[src/rtl/ipsc_pkg.sv]
// Package for the inverse Park / SVPWM compare block.
// Holds shared widths, register indexes, reset values and the phase sign struct.
// No dependencies.
package ipsc_pkg;

    // Default fixed-point formats and compare width.
    localparam int VOLT_FRAC_BITS_DEF = 12;
    localparam int TRIG_FRAC_BITS_DEF = 14;
    localparam int COMPARE_WIDTH_DEF  = 16;

    // Field and register widths.
    localparam int DATA_W      = 16;
    localparam int CFG_INDEX_W = 2;

    // Internal datapath widths. The alpha/beta sums need 33 bits, the
    // phases stay below 2^48 in magnitude and the output voltages below 2^49.
    localparam int ALPHA_W = 2 * DATA_W + 1;
    localparam int KMUL_W  = 17;
    localparam int PHASE_W = ALPHA_W + KMUL_W;
    localparam int W_W     = PHASE_W + 1;

    // Register indexes.
    localparam logic [CFG_INDEX_W-1:0] REG_COMPARE_PERIOD = 2'd0;
    localparam logic [CFG_INDEX_W-1:0] REG_LINK_VOLTAGE   = 2'd1;

    // Register reset values.
    localparam logic [DATA_W-1:0] PERIOD_RESET = 16'd1000;
    localparam logic [DATA_W-1:0] BUS_RESET    = 16'd13517;

    // sqrt(3)/2 in Q16.
    localparam logic signed [KMUL_W-1:0] SQRT3_HALF_Q16 = 17'sd56756;

    // Sign information per phase: bit i belongs to phase i (A, B, C).
    typedef struct packed {
        logic [2:0] neg;
        logic [2:0] nonzero;
    } phase_sign_t;

endpackage

[src/rtl/ipsc_transform.sv]
// Inverse Park and inverse Clarke transform, four pipeline stages.
// Depends on ipsc_pkg for widths and the sqrt(3)/2 constant.
module ipsc_transform (
    input  logic                                  clk,
    input  logic                                  rst_n,
    input  logic                                  in_valid,
    output logic                                  in_ready,
    input  logic signed [ipsc_pkg::DATA_W-1:0]    voltage_q,
    input  logic signed [ipsc_pkg::DATA_W-1:0]    voltage_d,
    input  logic signed [ipsc_pkg::DATA_W-1:0]    sine_angle,
    input  logic signed [ipsc_pkg::DATA_W-1:0]    cosine_angle,
    output logic                                  out_valid,
    input  logic                                  out_ready,
    output logic signed [ipsc_pkg::PHASE_W-1:0]   phase_a,
    output logic signed [ipsc_pkg::PHASE_W-1:0]   phase_b,
    output logic signed [ipsc_pkg::PHASE_W-1:0]   phase_c
);
    import ipsc_pkg::*;

    localparam int PROD_W = 2 * DATA_W;

    logic v1_reg, v2_reg, v3_reg, v4_reg;
    logic en1, en2, en3, en4;

    logic signed [PROD_W-1:0]  prod_cd_reg, prod_sq_reg, prod_cq_reg, prod_sd_reg;
    logic signed [PROD_W-1:0]  prod_cd_next, prod_sq_next, prod_cq_next, prod_sd_next;
    logic signed [ALPHA_W-1:0] alpha_reg, beta_reg, alpha_next, beta_next;
    logic signed [ALPHA_W-1:0] alpha3_reg;
    logic signed [PHASE_W-1:0] beta_k_reg, beta_k_next;
    logic signed [PHASE_W-1:0] pa_reg, pb_reg, pc_reg, pa_next, pb_next, pc_next;
    logic signed [PHASE_W-1:0] half_alpha;

    // Each stage moves when it is empty or the stage after it moves.
    assign en4      = ~v4_reg | out_ready;
    assign en3      = ~v3_reg | en4;
    assign en2      = ~v2_reg | en3;
    assign en1      = ~v1_reg | en2;
    assign in_ready = en1;

    // Stage 1: the four angle products.
    assign prod_cd_next = cosine_angle * voltage_d;
    assign prod_sq_next = sine_angle * voltage_q;
    assign prod_cq_next = cosine_angle * voltage_q;
    assign prod_sd_next = sine_angle * voltage_d;

    // Stage 2: alpha and beta.
    assign alpha_next = ALPHA_W'(prod_cd_reg) - ALPHA_W'(prod_sq_reg);
    assign beta_next  = ALPHA_W'(prod_cq_reg) + ALPHA_W'(prod_sd_reg);

    // Stage 3: beta scaled by sqrt(3)/2.
    assign beta_k_next = PHASE_W'(beta_reg) * PHASE_W'(SQRT3_HALF_Q16);

    // Stage 4: the three phase voltages.
    assign half_alpha = $signed({{(PHASE_W-ALPHA_W-15){alpha3_reg[ALPHA_W-1]}},
                                 alpha3_reg, 15'b0});
    assign pa_next = $signed({{(PHASE_W-ALPHA_W-16){alpha3_reg[ALPHA_W-1]}},
                              alpha3_reg, 16'b0});
    assign pb_next = beta_k_reg - half_alpha;
    assign pc_next = -half_alpha - beta_k_reg;

    // Valid bits.
    always_ff @(posedge clk or negedge rst_n)
    begin
        if (!rst_n)
        begin
            v1_reg <= 1'b0;
            v2_reg <= 1'b0;
            v3_reg <= 1'b0;
            v4_reg <= 1'b0;
        end
        else
        begin
            if (en1)
            begin
                v1_reg <= in_valid;
            end
            if (en2)
            begin
                v2_reg <= v1_reg;
            end
            if (en3)
            begin
                v3_reg <= v2_reg;
            end
            if (en4)
            begin
                v4_reg <= v3_reg;
            end
        end
    end

    // Data registers.
    always_ff @(posedge clk)
    begin
        if (en1)
        begin
            prod_cd_reg <= prod_cd_next;
            prod_sq_reg <= prod_sq_next;
            prod_cq_reg <= prod_cq_next;
            prod_sd_reg <= prod_sd_next;
        end
        if (en2)
        begin
            alpha_reg <= alpha_next;
            beta_reg  <= beta_next;
        end
        if (en3)
        begin
            alpha3_reg <= alpha_reg;
            beta_k_reg <= beta_k_next;
        end
        if (en4)
        begin
            pa_reg <= pa_next;
            pb_reg <= pb_next;
            pc_reg <= pc_next;
        end
    end

    assign out_valid = v4_reg;
    assign phase_a   = pa_reg;
    assign phase_b   = pb_reg;
    assign phase_c   = pc_reg;

endmodule

[config.mk]
export PLATFORM = sky130hd
export DESIGN_NAME = ipsc_transform
export DESIGN_NICKNAME = d
export VERILOG_FILES = /design/src/rtl/ipsc_pkg.sv /design/src/rtl/ipsc_transform.sv
export SDC_FILE = /design/constraint.sdc
export NUM_CORES = 2
export LEC_CHECK = 0
export ABC_AREA = 1
export BUFFER_PORTS_ARGS = -buffer_cell sky130_fd_sc_hd__buf_4
export CORE_MARGIN = 4
export CORE_UTILIZATION = 35
export CTS_CLUSTER_SIZE = 30
export DETAILED_ROUTE_END_ITERATION = 16
export GPL_ROUTABILITY_DRIVEN = 0
export GPL_TIMING_DRIVEN = 1
export PLACE_DENSITY_LB_ADDON = 0.25
export SYNTH_ARGS = -nofsm -noshare
export SYNTH_HDL_FRONTEND = slang
export SYNTH_SLANG_ARGS = --single-unit
[constraint.sdc]
create_clock -name clk -period 16.75 [get_ports clk]
set_input_delay 3.35 -clock clk [delete_from_list [all_inputs] [get_ports clk]]
set_output_delay 3.35 -clock clk [all_outputs]
set_load 0.01 [all_outputs]
Yosys cells after proc, flatten, opt, wreduce, memory -nomap -nowiden
Cells that the tools add are included.
{"block": "totals", "register_bits": 412, "input_bits": 68, "wordCells": 33}
{"block": "op_classes", "addsub": 5, "n_mul": 5, "bitwise_logic": 8}
{"op": "$mul A16 B16 Y32", "count": 4}
{"op": "$neg A48 Y50", "count": 1}
{"op": "$sub A50 B48 Y50", "count": 1}
{"op": "$sub A50 B50 Y50", "count": 1}
{"op": "$mul A33 B15 Y48 const B", "count": 1}
{"op": "$add A32 B32 Y33", "count": 1}
{"op": "$sub A32 B32 Y33", "count": 1}
{"op": "$not A1 Y1", "count": 4}
{"op": "$or A1 B1 Y1", "count": 4}

Longest topological paths before layout
{"block": "logic_depth", "ltp_word": 5, "mapped_depth": 26, "ltp_nobuf": 25}

Worst setup path after synthesis
OpenSTA, ideal clock, no wires.
{"block": "synth_timing", "path_type": "input to output", "from": "input out_ready", "to": "output in_ready", "arrival_ns": 10.696, "required_time_ns": 13.400, "path_slack_ns": 2.704, "stages": 6, "cell_sequence": "nor2_1 -> inv_1 -> nor2_1 -> inv_1 -> nor2_1 -> nand2_1"}
{"block": "synth_via", "elab_chain_cells": 4}
{"item": "start: declaration", "line_no": "ipsc_transform.sv:13", "text": "input logic out_ready,"}
{"item": "$or A1 B1 Y1", "line_no": "ipsc_transform.sv:34", "text": "assign en4 = ~v4_reg | out_ready;"}
{"item": "named net en4", "line_no": "ipsc_transform.sv:23", "text": "logic en1, en2, en3, en4;"}
{"item": "$or A1 B1 Y1", "line_no": "ipsc_transform.sv:35", "text": "assign en3 = ~v3_reg | en4;"}
{"item": "named net en3", "line_no": "ipsc_transform.sv:23"}
{"item": "$or A1 B1 Y1", "line_no": "ipsc_transform.sv:36", "text": "assign en2 = ~v2_reg | en3;"}
{"item": "$or A1 B1 Y1", "line_no": "ipsc_transform.sv:37", "text": "assign en1 = ~v1_reg | en2;"}
{"item": "end: declaration", "line_no": "ipsc_transform.sv:7", "text": "output logic in_ready,"}
The timed path passes the listed nets, and every way through them passes these cells.

Worst setup path in the final report
Same ends and word-level chain as after synthesis.

==> flow_summary.ini <==
[critical_path]
reg2reg_setup_slack_ns = 10.76
category_of_the_worst_setup_path_capture_point = output pin
arrival_ns = 5.69
crit_top_cell = nor2_1
worstPathCellList = buf_4 > nor2_1 > inv_4 > nor2_1 > clkinv_2 > nor2_1 > nand2_4 > buf_4
reg2reg_launch_point = beta_reg[32]$_DFFE_PP_
critical_path_top_delay_cell = nor2_1
required_time_of_the_critical_path_ns = 13.40
critical_path.max_fanout = 52
worstReg2RegEnd = beta_k_reg[44]$_DFFE_PP_
timing_worst_setup_path_type = input port to output pin
setup.worst_path.start_class = input port
crit_path_max_incr_delay_ns = 0.41
worst_r2r_path_depth = 17

[detailed_routing]
avgRoutedWirePerCell_um = 18.6
routed_wl_mm = 239
initialDrtViolationCount = 4872
route.detailed.vias_per_inst = 4.75
num_vias = 61200
drtPass1Iterations = 8
remaining_drc_errors = 0
detail_route_antenna_nets = 0

[timing]
relSlewSlack = 0.340
final_setup_tns_ns = 0
worstMarginPinSlew_ns = 0.990
skew_ns = 0.0219
maxClockFrequency_mhz = 111
final_max_slew_viol_count = 0
report.final.setup_viol = 0
finalWorstPathRequiredPeriod_ns = 9.04
timing.final.hold_violations = 0
final_worst_path_period_share = 0.540
rsz0062_at_grt = false

[yosys]
asyncSetResetFlopFracSynth = 0.00983
netlist_instances = 9816
dominantRegCellSynth = edfxtp_1
yosysWarnings = 0
seq_area_frac_synth = 0.157
post-synth-top-area-cell = fa_1
yosys_register_bits = 407
synth_top_cells_by_area = fa_1 (34%), edfxtp_1 (16%), inv_1 (14%)
synth-edff-count = 403
synthDominantCellAreaShare = 0.336
synthesis.area_per_instance_um2 = 7.93
cell_area_after_synthesis_um2 = 77900
synth.lib_cells_used.distinct = 41

[floorplanning]
die_x_um = 480
ios = 220
placementRows = 172
initial_core_util = 0.353
core_region_area_um2 = 221000
design.die.area_um2 = 230000
die_h_um = 480

[clock_network]
clockBufferDepth = 3
cts_sinks = 407
cts.repair_timing.setup_buffer_count = 0
cts_root_buffer = clkbuf_16
count_of_instances_resized_after_the_clock_tree_is_built = 0
cts.htree.levels = 2
ctsHoldBuffers = 0
clkSlewWorstSetupHoldPaths_ns = 0.06
cts_tree = built
clk-insertion-delay-late_ns = 0.64
total_cts_buffers = 49

[min_path]
timing.hold.worst_path_depth = 0
worstHoldPathType = flop to flop
min_delay_worst_endpoint = alpha3_reg[13]$_DFFE_PP_
min_from = alpha_reg[13]$_DFFE_PP_

[placement]
dpl.cell_count = 12800
dp.final_hpwl_mm = 201
port_buffers = 199

[final_layout]
final-seq-area_um2 = 12200
layout-drive-gt1-share = 0.0418
area.growth.synth_to_final_pct = 7.81
fin_nets = 11900
nFillCells = 22800
finish.cell_count_without_fillers = 12900
multiInputGateArea_um2 = 54000

[global_routing]
grt_util_all_layers = 0.208
grt_pass1_wl_mm = 373
vias_in_the_first_global_route = 63500
grt_start_max_net_pins = 109
grt_antenna_before_repair = 6
globalRouteOverflowTotal = 0

[outcome]
run_status = completed

[job]
cap_violations = 0
==> cell usage in the layout, fill, tap and decap left out, types with 54 or more instances in the layout <==
cell type	Yosys	final
a21oi_1	304	304
buf_4	22	205
edfxtp_1	403	403
fa_1	1308	1308
ha_1	662	662
inv_1	2881	2878
nand2_1	2510	2509
nand3_1	280	280
nand4_1	97	97
nor2_1	477	477
nor3_1	54	54
o21ai_0	158	158
xor2_1	164	164
==> area by class of cell <==
type,instances,share of cell area
repair buffers,206,0.0186
inverters,2895,0.129
well taps,2958,0.0441
clock buffers,57,0.0152
diodes,3,0.0000894
clock inverters,35,0.00401
flip-flops and latches,407,0.145
multi-input cells,6321,0.643
==> kinds of logic (layout without fill, tap and decap cells) <==
| logic type | after synthesis | count (layout) | share of synthesized area |
|---|---|---|---|
| buf+inv | 3107 | 3193 | 0.151 |
| flops | 407 | 407 | 0.157 |
| simple gates | 3559 | 3559 | 0.187 |
| fa+ha+maj | 1970 | 1970 | 0.443 |
| other cells | 1 | 23 | 0.0000481 |
| xor+xnor | 216 | 216 | 0.0243 |
| compound gates | 556 | 556 | 0.0386 |
==> cells in the mapped netlist, drive strengths merged, types with 23 or more instances <==
cell / number
o21bai: 41
nor2: 514
buf: 23
nor3: 77
fa: 1308
nand2: 2546
o21ai: 166
ha: 662
a21oi: 307
xnor2: 52
nand4: 97
edfxtp: 403
xor2: 164
clkbuf: 189
inv: 2893
nand3: 289
==> worst max-delay path by stage <==
stage	to	slack, ns	cells after the start	start
CTS	in_ready	7.62	8	out_ready
global placement	prod_cd_reg[29]$_DFFE_PP_	7.58	20	cosine_angle[9]
global route	in_ready	7.48	8	out_ready
detailed placement	prod_sq_reg[26]$_DFFE_PP_	7.48	21	voltage_q[1]
floorplan	in_ready	2.70	6	out_ready
finish	in_ready	7.71	8	out_ready
==> layer usage <==
metal | track usage | vias to the layer above | routed length (µm)
met3 | 0.0235 | 347 | 14600
met1 | 0.285 | 29800 | 105000
met2 | 0.340 | 2114 | 109000
met4 | 0.0759 | 2 | 10200
li1 | - | 28900 | -
met5 | 0 | - | 13
==> critical path, delay by kind of cell <==
family	cells	cell delay (ns)
buffers and inverters	4	1.08
and+or+nand+nor	4	1.20
==> stage by stage <==
| step | hold slack (ns) | utilization | setup WS [ns] | cell area (µm²) |
|---|---|---|---|---|
| 2_1_floorplan | 0.400 | - | 2.70 | 78000 |
| 3_3_place_gp | 0.406 | 0.373 | 7.58 | 82300 |
| 3_5_place_dp | 0.405 | 0.373 | 7.48 | 82300 |
| 4_1_cts | 0.416 | 0.381 | 7.62 | 84000 |
| 5_1_grt | 0.422 | 0.381 | 7.48 | 84000 |
| 6_report | 0.416 | 0.381 | 7.71 | 84000 |
Power is not shown: default switching activity piles up to over one toggle a cycle in this logic, so the estimate is an artifact.
